`config.mk`:
```
export PLATFORM = sky130hd
export DESIGN_NAME = command_frame_receiver_core
export DESIGN_NICKNAME = d
export VERILOG_FILES = /design/src/hw/rtl/crfr_pkg.sv /design/src/hw/rtl/command_frame_receiver_core.sv /design/src/hw/rtl/crfr_frame_fsm.sv /design/src/hw/rtl/crfr_out_reg.sv
export SDC_FILE = /design/constraint.sdc
export NUM_CORES = 1
export LEC_CHECK = 0
export ABC_AREA = 1
export BUFFER_PORTS_ARGS = -buffer_cell sky130_fd_sc_hd__buf_2
export CAP_MARGIN = 40
export CORE_UTILIZATION = 60
export DETAILED_ROUTE_END_ITERATION = 16
export PLACE_DENSITY = 0.8
export SLEW_MARGIN = 15
export SYNTH_ARGS = -nofsm -noshare
export SYNTH_HDL_FRONTEND = slang
export SYNTH_SLANG_ARGS = --single-unit
```
`constraint.sdc`:
```
create_clock -name clock -period 3.3 [get_ports clock]
set_input_delay 0.495 -clock clock [delete_from_list [all_inputs] [get_ports clock]]
set_output_delay 0.495 -clock clock [all_outputs]
set_load 0.03 [all_outputs]
```
`src/hw/rtl/crfr_pkg.sv`:
```
// ----------------------------------------------------------------------------
// crfr_pkg
// Shared types and constants for the command frame receiver.
// ----------------------------------------------------------------------------
package crfr_pkg;

   localparam int unsigned ByteWidth   = 8;
   localparam int unsigned LengthWidth = 16;
   localparam int unsigned CsrIdxWidth = 2;
   localparam int unsigned CsrDatWidth = 16;

   localparam logic [ByteWidth-1:0]   SumComplement = 8'hFF;
   localparam logic [ByteWidth-1:0]   CommandLimit  = 8'h10;
   localparam logic [LengthWidth-1:0] MinLength     = 16'd4;

   localparam logic [ByteWidth-1:0]   SyncReset  = 8'd126;
   localparam logic [ByteWidth-1:0]   AddrReset  = 8'd1;
   localparam logic [LengthWidth-1:0] LimitReset = 16'd256;

   typedef enum logic [CsrIdxWidth-1:0] {
      CSR_SYNC_VALUE   = 2'd0,
      CSR_NODE_ADDRESS = 2'd1,
      CSR_LENGTH_LIMIT = 2'd2
   } csr_index_type;

   typedef enum logic [1:0] {
      PHASE_HUNT   = 2'd0,
      PHASE_LEN_HI = 2'd1,
      PHASE_LEN_LO = 2'd2,
      PHASE_BODY   = 2'd3
   } phase_type;

   typedef enum logic [2:0] {
      STATUS_OK         = 3'd0,
      STATUS_BAD_SUM    = 3'd1,
      STATUS_OTHER_ADDR = 3'd2,
      STATUS_CMD_BIG    = 3'd3,
      STATUS_BAD_LENGTH = 3'd4
   } frame_status_type;

   typedef struct packed {
      logic [ByteWidth-1:0]   sync_value;
      logic [ByteWidth-1:0]   node_address;
      logic [LengthWidth-1:0] length_limit;
   } cfg_type;

   typedef struct packed {
      logic [ByteWidth-1:0] out_byte;
      logic                 body_valid;
      logic                 frame_done;
      frame_status_type     frame_status;
   } result_type;

endpackage

```
`src/hw/rtl/command_frame_receiver_core.sv`:
```
// ----------------------------------------------------------------------------
// command_frame_receiver_core
// Byte-stream frame receiver: sync, 16-bit length, checked body.
// ----------------------------------------------------------------------------
// Every received byte gives exactly one output beat that echoes it, with
// body_valid on body bytes other than the checksum and tlast on the byte that
// ends or rejects a frame, where tuser carries the frame status. A byte passes
// an input register, the parser logic and the result register, which loads
// it when empty or being taken. One byte can be taken in every cycle while
// the result side does not stall. The user must write registers over the csr
// port only while no beat is in flight; the block does not enforce it.
// csr_ready is always high; the parser step between the registers is combinational.
module command_frame_receiver_core
   import crfr_pkg::*;
(
   input  logic                   clock,
   input  logic                   reset,
   input  logic                   req_tvalid,
   output logic                   req_tready,
   input  logic [7:0]             req_tdata,   // [7:0] rx_byte
   output logic                   rsp_tvalid,
   input  logic                   rsp_tready,
   output logic [7:0]             rsp_tdata,   // [7:0] out_byte
   output logic                   rsp_tlast,   // frame_done
   output logic [3:0]             rsp_tuser,   // [0] body_valid, [3:1] frame_status
   input  logic                   csr_valid,
   output logic                   csr_ready,
   input  logic [CsrIdxWidth-1:0] csr_index,
   input  logic [CsrDatWidth-1:0] csr_data
);

   cfg_type              cfg_ff;
   logic                 in_valid_ff, in_valid_in;
   logic [ByteWidth-1:0] in_byte_ff;
   logic                 advance;
   logic                 out_valid;
   result_type           parse_result;
   result_type           out_result;

   assign csr_ready = 1'b1;

   always_ff @(posedge clock) begin
      if (reset) begin
         cfg_ff.sync_value   <= SyncReset;
         cfg_ff.node_address <= AddrReset;
         cfg_ff.length_limit <= LimitReset;
      end else if (csr_valid) begin
         case (csr_index)
            CSR_SYNC_VALUE:   cfg_ff.sync_value   <= csr_data[ByteWidth-1:0];
            CSR_NODE_ADDRESS: cfg_ff.node_address <= csr_data[ByteWidth-1:0];
            CSR_LENGTH_LIMIT: cfg_ff.length_limit <= csr_data[LengthWidth-1:0];
            default: begin
            end
         endcase
      end
   end

   assign advance    = in_valid_ff && (!out_valid || rsp_tready);
   assign req_tready = !in_valid_ff || advance;

   always_comb begin
      if (req_tvalid && req_tready) begin
         in_valid_in = 1'b1;
      end else if (advance) begin
         in_valid_in = 1'b0;
      end else begin
         in_valid_in = in_valid_ff;
      end
   end

   always_ff @(posedge clock) begin
      if (reset) begin
         in_valid_ff <= 1'b0;
      end else begin
         in_valid_ff <= in_valid_in;
      end
   end

   always_ff @(posedge clock) begin
      if (req_tvalid && req_tready) begin
         in_byte_ff <= req_tdata;
      end
   end

   crfr_frame_fsm u_frame_fsm (
      .clock   (clock),
      .reset   (reset),
      .step    (advance),
      .rx_byte (in_byte_ff),
      .cfg     (cfg_ff),
      .result  (parse_result)
   );

   crfr_out_reg u_out_reg (
      .clock      (clock),
      .reset      (reset),
      .load       (advance),
      .result_in  (parse_result),
      .take       (rsp_tready),
      .valid      (out_valid),
      .result_out (out_result)
   );

   assign rsp_tvalid = out_valid;
   assign rsp_tdata  = out_result.out_byte;
   assign rsp_tlast  = out_result.frame_done;
   assign rsp_tuser  = {out_result.frame_status, out_result.body_valid};

endmodule

```
`src/hw/rtl/crfr_frame_fsm.sv`:
```
// ----------------------------------------------------------------------------
// crfr_frame_fsm
// Frame parser: sync hunt, length capture, body sum and frame checks.
// ----------------------------------------------------------------------------
module crfr_frame_fsm
   import crfr_pkg::*;
(
   input  logic                 clock,
   input  logic                 reset,
   input  logic                 step,
   input  logic [ByteWidth-1:0] rx_byte,
   input  cfg_type              cfg,
   output result_type           result
);

   phase_type              phase_ff, phase_in;
   logic [LengthWidth-1:0] body_length_ff, body_length_in;
   logic [LengthWidth-1:0] bytes_seen_ff, bytes_seen_in;
   logic [ByteWidth-1:0]   running_sum_ff, running_sum_in;
   logic [ByteWidth-1:0]   dest_byte_ff, dest_byte_in;
   logic [ByteWidth-1:0]   command_byte_ff, command_byte_in;

   logic [LengthWidth-1:0] length_full;
   logic [LengthWidth:0]   seen_next;
   logic [ByteWidth-1:0]   dest_use;
   logic [ByteWidth-1:0]   cmd_use;

   always_ff @(posedge clock) begin
      if (reset) begin
         phase_ff        <= PHASE_HUNT;
         body_length_ff  <= '0;
         bytes_seen_ff   <= '0;
         running_sum_ff  <= '0;
         dest_byte_ff    <= '0;
         command_byte_ff <= '0;
      end else if (step) begin
         phase_ff        <= phase_in;
         body_length_ff  <= body_length_in;
         bytes_seen_ff   <= bytes_seen_in;
         running_sum_ff  <= running_sum_in;
         dest_byte_ff    <= dest_byte_in;
         command_byte_ff <= command_byte_in;
      end
   end

   always_comb begin
      phase_in        = phase_ff;
      body_length_in  = body_length_ff;
      bytes_seen_in   = bytes_seen_ff;
      running_sum_in  = running_sum_ff;
      dest_byte_in    = dest_byte_ff;
      command_byte_in = command_byte_ff;

      length_full = {body_length_ff[LengthWidth-1:ByteWidth], rx_byte};
      seen_next   = {1'b0, bytes_seen_ff} + {{LengthWidth{1'b0}}, 1'b1};
      dest_use    = (bytes_seen_ff == 16'd2) ? rx_byte : dest_byte_ff;
      cmd_use     = (bytes_seen_ff == 16'd3) ? rx_byte : command_byte_ff;

      result.out_byte     = rx_byte;
      result.body_valid   = 1'b0;
      result.frame_done   = 1'b0;
      result.frame_status = STATUS_OK;

      case (phase_ff)
         PHASE_HUNT: begin
            if (rx_byte == cfg.sync_value) begin
               phase_in = PHASE_LEN_HI;
            end
         end
         PHASE_LEN_HI: begin
            body_length_in = {rx_byte, {ByteWidth{1'b0}}};
            phase_in       = PHASE_LEN_LO;
         end
         PHASE_LEN_LO: begin
            body_length_in = length_full;
            if (length_full < MinLength || length_full >= cfg.length_limit) begin
               result.frame_done   = 1'b1;
               result.frame_status = STATUS_BAD_LENGTH;
               phase_in            = PHASE_HUNT;
            end else begin
               bytes_seen_in  = '0;
               running_sum_in = '0;
               phase_in       = PHASE_BODY;
            end
         end
         PHASE_BODY: begin
            dest_byte_in    = dest_use;
            command_byte_in = cmd_use;
            bytes_seen_in   = seen_next[LengthWidth-1:0];
            if (seen_next >= {1'b0, body_length_ff}) begin
               result.frame_done = 1'b1;
               phase_in          = PHASE_HUNT;
               if (rx_byte != (SumComplement - running_sum_ff)) begin
                  result.frame_status = STATUS_BAD_SUM;
               end else if (dest_use != cfg.node_address) begin
                  result.frame_status = STATUS_OTHER_ADDR;
               end else if (cmd_use >= CommandLimit) begin
                  result.frame_status = STATUS_CMD_BIG;
               end else begin
                  result.frame_status = STATUS_OK;
               end
            end else begin
               result.body_valid = 1'b1;
               running_sum_in    = running_sum_ff + rx_byte;
            end
         end
         default: begin
            phase_in = PHASE_HUNT;
         end
      endcase
   end

endmodule

```
`src/hw/rtl/crfr_out_reg.sv`:
```
// ----------------------------------------------------------------------------
// crfr_out_reg
// Result register holding one beat for the downstream side.
// ----------------------------------------------------------------------------
module crfr_out_reg
   import crfr_pkg::*;
(
   input  logic       clock,
   input  logic       reset,
   input  logic       load,
   input  result_type result_in,
   input  logic       take,
   output logic       valid,
   output result_type result_out
);

   logic       valid_ff, valid_in;
   result_type result_ff;

   always_comb begin
      if (load) begin
         valid_in = 1'b1;
      end else if (take) begin
         valid_in = 1'b0;
      end else begin
         valid_in = valid_ff;
      end
   end

   always_ff @(posedge clock) begin
      if (reset) begin
         valid_ff <= 1'b0;
      end else begin
         valid_ff <= valid_in;
      end
   end

   always_ff @(posedge clock) begin
      if (load) begin
         result_ff <= result_in;
      end
   end

   assign valid      = valid_ff;
   assign result_out = result_ff;

endmodule

```
# --- Yosys cells after proc, flatten, opt, wreduce, memory -nomap -nowiden ---
# Cells that the tools add are included.
word_totals:
  output_inout_bits: 16
  register_bits: 113
  elab_cells: 84
  in_bits: 31
op_classes:
  bitwise_logic: 1
  eq_ne: 14
  n_reduce_logical: 22
  add_sub_neg: 3
  n_lt_le_gt_ge: 4
  muxes: 23
ops:
  columns: ["cell", "n"]
  rows:
  - ["case mux 16 bit (2 select lines)", 2]
  - ["== test 16 x 2 -> 1 bit, second input constant", 2]
  - ["two-way mux 8 bit", 4]
  - ["adder 16 x 1 -> 17 bit, second input constant", 1]
  - [">= comparator 17 x 16 -> 1 bit", 1]
  - [">= comparator 16 bit", 1]
  - ["less-than comparator 16 x 3 -> 1 bit, second input constant", 1]
  - ["two-way mux 16 bit", 1]
  - ["inequality test 8 bit", 2]
  - ["case mux 8 bit (2 select lines)", 1]
  - ["two-way mux 2 bit", 5]
  - ["AND reduction 2 bit", 5]
  - ["AND reduction 3 bit", 3]
  - ["adder 8 bit", 1]
  - ["== test 8 bit", 1]
  - [">= comparator 8 x 5 -> 1 bit, second input constant", 1]
  - ["two-way mux 4 bit", 2]
  - ["case mux 2 bit (4 select lines)", 1]
  - ["case mux 4 bit (2 select lines)", 1]
  - ["nonzero test 2 bit", 4]
  - ["subtractor 8 bit, first input constant", 1]
  - ["== test 2 bit, second input constant", 3]
  - ["two-way mux 1 bit", 5]
  - ["== test 2 x 1 -> 1 bit, second input constant", 2]
  - ["other kinds (9)", 16]

# --- Logic depth before layout (Yosys ltp) ---
depth:
  depth_word: 8
  mapped_depth: 24
  ltp_nobuf: 24

# --- Hierarchy ---
# A second synthesis with hierarchy kept.
hier_totals:
  cells_unflattened: 921
  hier_area_um2: 6485.0
modules_own_cells:
  columns: ["mod", "cells_per_inst", "area_each_um2", "instances"]
  rows:
  - ["crfr_frame_fsm", 693, 4461.8, 1]
  - ["command_frame_receiver_core", 210, 1592.8, 1]
  - ["crfr_out_reg", 18, 430.4, 1]

# --- Worst setup path after synthesis ---
# No wires, ideal clock.
synth_path:
  kind: "register to register"
  startpoint: "register u_frame_fsm.bytes_seen_ff[0]"
  endpoint: "register u_out_reg.result_ff (netlist bit u_out_reg.result_out[1]) (data pin)"
  path_buffers: 1
  t_arrival_ns: 2.444
  setup_ns: 0.250
  path_slack_ns: 0.605
  period_less_slack_ns: 2.695
  stages_incl_launch_ff: 22
  path_cell_list: "dfxtp_1 -> ha_1 -> nand2_1 -> nor2_4 -> nand2_2 -> nor2_4 -> nand3_1 -> xor2_1 -> ha_1 -> nand2_1 -> inv_1 -> nand2_1 -> nand2_1 -> nand2_1 -> nand2_1 -> nor2_1 -> nand3_1 -> nand2_1 -> buf_6 -> inv_1 -> nand3_1 -> inv_1"
synth_rtl:
  columns: ["item", "line_no", "text"]
  rows:
  - ["start, declared", "crfr_frame_fsm.sv:18", "logic [LengthWidth-1:0] bytes_seen_ff, bytes_seen_in;"]
  - ["start signal, assigned", "crfr_frame_fsm.sv:39", "bytes_seen_ff <= bytes_seen_in;"]
  - ["end signal, assigned", "crfr_out_reg.sv:40", "result_ff <= result_in;"]
  - ["end, declared", "crfr_out_reg.sv:18", "result_type result_ff;"]

# --- Final worst setup path ---
layout_path:
  startpoint: "register u_frame_fsm.bytes_seen_ff[0]"
  endpoint: "register u_frame_fsm.running_sum_ff[1]"
layout_between:
  elab_chain_len: 4
layout_rtl:
  columns: ["item", "line_no", "text"]
  rows:
  - ["adder 16 x 1 -> 17 bit", "crfr_frame_fsm.sv:55", "seen_next = {1'b0, bytes_seen_ff} + {{LengthWidth{1'b0}}, 1'b1};"]
  - [">= comparator 17 x 16 -> 1 bit", "crfr_frame_fsm.sv:90", "if (seen_next >= {1'b0, body_length_ff}) begin"]
  - ["inequality test 2 bit (no source line)", null, null]
  - ["AND reduction 4 bit (no source line)", null, null]
  - ["end signal, assigned", "crfr_frame_fsm.sv:40", "running_sum_ff <= running_sum_in;"]
  - ["end, declared", "crfr_frame_fsm.sv:19", "logic [ByteWidth-1:0] running_sum_ff, running_sum_in;"]
# Every way passes these cells.
# A chain may end at the register's enable or synchronous reset.

==> results.cfg <==
[global_routing]
grt_max_degree = 69
grt_pass1_wl_um = 24600
grt_overflow_total = 0
busiest_layer = met2
grtUsageMet2_pct = 47.4
use_met1_pct = 37.3
antenna_found_initial = 0
grt_pass1_vias = 5188
gr-usage-met3_pct = 4.87
grt.total_usage_pct = 28.6

[cells_and_area]
nFillCells = 902
drive_above_1_share_pct = 13.6
final_cell_mix = nand2_1, inv_1, dfxtp_1
n_antenna_cell = 0
final_util_pct = 67.9
syn2layout_area_growth_pct = 10.0
final_common_cell = nand2_1
fin_nets = 994

[synthesis]
synth.net_count = 946
yosysWarningCount = 0
avgSynthCellArea_um2 = 7.30
ys_seq_area_share_pct = 37.7
syn_inst = 869
synth_edf_count = 21
syn_area_mm2 = 0.00634
synth_flop_cell = dfxtp_1
ys_seq_elements = 109
ys_async_sr_fraction_pct = 0
ys_types = 45

[setup_path]
reg2reg_from = u_frame_fsm.bytes_seen_ff[0]
r2r_end = u_frame_fsm.running_sum_ff[1]
critPathLaunchType = register
cp-end-kind = register
cp-endpoint = u_frame_fsm.running_sum_ff[1]
startpoint = u_frame_fsm.bytes_seen_ff[0]
rr_worst_depth = 20
cp.arrival_ps = 3300
path_class = reg -> reg
critPathRequiredTime_ps = 3610
path_max_fanout = 9
reg2reg_slack_ps = 310

[clocking]
tritoncts = built
cts_htree_levels = 3
clkTransAtPathRegs_ps = 110
cts_buffer_depth = 2
clock_latency_ps = 390
cts-root-buf = clkbuf_8
numClockSinks = 109
cts_made_buffers = 9

[power_and_ir_drop]
vdd_ir_drop_max_uv = 260
power_uw = 2500
leakagePower_uw = 0.00327
p_per_area_mw_per_mm2 = 358

[run_status]
outcome = complete, no violations

[routing]
avgViaCountPerCell = 5.36
post_drt_wl_per_cell_um = 14.2
first_pass_iters = 5
ant_nets = 0
drc = 0
vias = 5667
first_iter_violations = 435
wl_um = 15000

[timing]
clock_skew_ps = 15.5
post-route-min-period_ps = 2990
slew_headroom_pct = 55.6
slew_viol_final = 0
setup_violations = 0
worst_pin_slew_ps = 667
timing.fmax_mhz = 335
min_period_over_period_pct = 90.6
hold_violations = 0

[floorplan]
io_pins = 47
die_w_um = 105
initial_core_util_pct = 61.7
die_y_um = 105
rows = 37
core_mm2 = 0.0103
die_area_mm2 = 0.0110

[placed_design]
place_congestion = 0.907
dp_hpwl_um = 11100
io_buffer_count = 45

[run]
drv_cap = 0

[worst_hold_path]
hold_path_class = in -> reg
## worst max-delay path, stage by stage, from the launching register on
cell and delay (ps):
dfxtp_2 390, ha_2 230, nand2_1 100, nor2_4 160
nand2_2 90, nor2_4 120, nand3_2 120, xor2_2 180
ha_1 310, nand2_1 110, inv_1 50, nand2_1 50
nand2_1 50, nand2_1 50, nand2_1 50, nor2_1 140
nand3_1 130, nand2_1 140, buf_4 190, nand4_1 90
a21oi_1 180
## per-stage QoR
stage          instances  setup TNS (ps)  cell area (µm²)  hold WS, ps  worst slack, ps
2_1_floorplan        869               0             6340          435              605
3_3_place_gp        1039               0             6710          449              428
3_5_place_dp        1040               0             6730          455              317
4_1_cts             1056               0             6940          265              261
5_1_grt             1058            -219             6980          265            -54.2
6_report            1058               0             6980          274              311
## state kept, by name, summed over array words and instances (netlist names)
| signal | flops |
|---|---|
| u_frame_fsm.running_sum_ff | 8 |
| u_frame_fsm.bytes_seen_ff | 16 |
| u_frame_fsm.body_length_ff | 16 |
| u_frame_fsm.dest_byte_ff | 8 |
| u_out_reg.valid | 1 |
| u_frame_fsm.phase_ff | 2 |
| u_out_reg.result_out | 13 |
| u_frame_fsm.command_byte_ff | 4 |
| in_byte_ff | 8 |
| cfg_ff | 32 |
| in_valid_ff | 1 |
## power by group
part / leakage, µW / switching (µW) / internal, µW
clock: 0.000109 / 514 / 345
sequential: 0.000916 / 23.3 / 1390
combinational: 0.00225 / 146 / 78.6
total: 0.00327 / 684 / 1820
## cell usage after synthesis (5+ instances only)
cell,n,share of area [%]
nand2_1,182,11
inv_1,134,7.9
dfxtp_1,88,28
nand3_1,73,5.8
nor2_1,66,3.9
a21oi_1,63,5.0
ha_1,45,8.9
o21ai_0,38,3.0
edfxtp_1,21,9.9
nand4_1,19,1.9
clkbuf_1,13,0.77
nor3_1,9,0.71
xor2_1,9,1.2
a211oi_1,8,0.95
nand2_2,8,0.79
buf_2,7,0.55
nand3b_1,7,0.83
nor2_2,7,0.69
o211ai_1,7,0.83
o22ai_1,7,0.69
or2_2,7,0.69
inv_2,5,0.30
o21bai_1,5,0.59
## repair_timing
item	CTS	global route
setup buffers	0	2
setup endpoints to repair	0	10
resized for setup	0	6
hold buffers	0	0
## cells by family after synthesis
| kind of cell | share of synthesized area (%) |
|---|---|
| simple gates | 28.8 |
| buf+inv | 10.6 |
| compound gates | 12.1 |
| flops | 37.7 |
| fa+ha+maj | 9.19 |
| xor+xnor | 1.52 |
| other cells | 0.0591 |
## metal layers
| layer | vias up | routed length (µm) | share of wire (%) |
|---|---|---|---|
| li1 | 2925 | - | - |
| met1 | 2517 | 6600 | 44 |
| met2 | 196 | 6950 | 46 |
| met4 | 0 | 335 | 2.2 |
| met5 | - | 0 | 0 |
| met3 | 29 | 1140 | 7.6 |
## layout make-up
cell class	instances	area, µm²	area share [%]
timing repair buffer	63	368	5.27
inverter	142	533	7.64
clock inverter	6	67.6	0.968
clock buffer	10	149	2.13
multi-input combinational	592	3300	47.2
tap	136	170	2.44
sequential	109	2390	34.3
## worst min path at each step
stage                          to         start  cells past startpoint
global placement        cfg_ff[7]     cfg_ff[7]                      2
floorplan               cfg_ff[1]     cfg_ff[1]                      2
finish              in_byte_ff[1]  req_tdata[1]                      1
global route        in_byte_ff[1]  req_tdata[1]                      1
CTS                 in_byte_ff[0]  req_tdata[0]                      1
detailed placement      cfg_ff[7]     cfg_ff[7]                      2
Note: power is estimated with default switching activity, not from simulation.
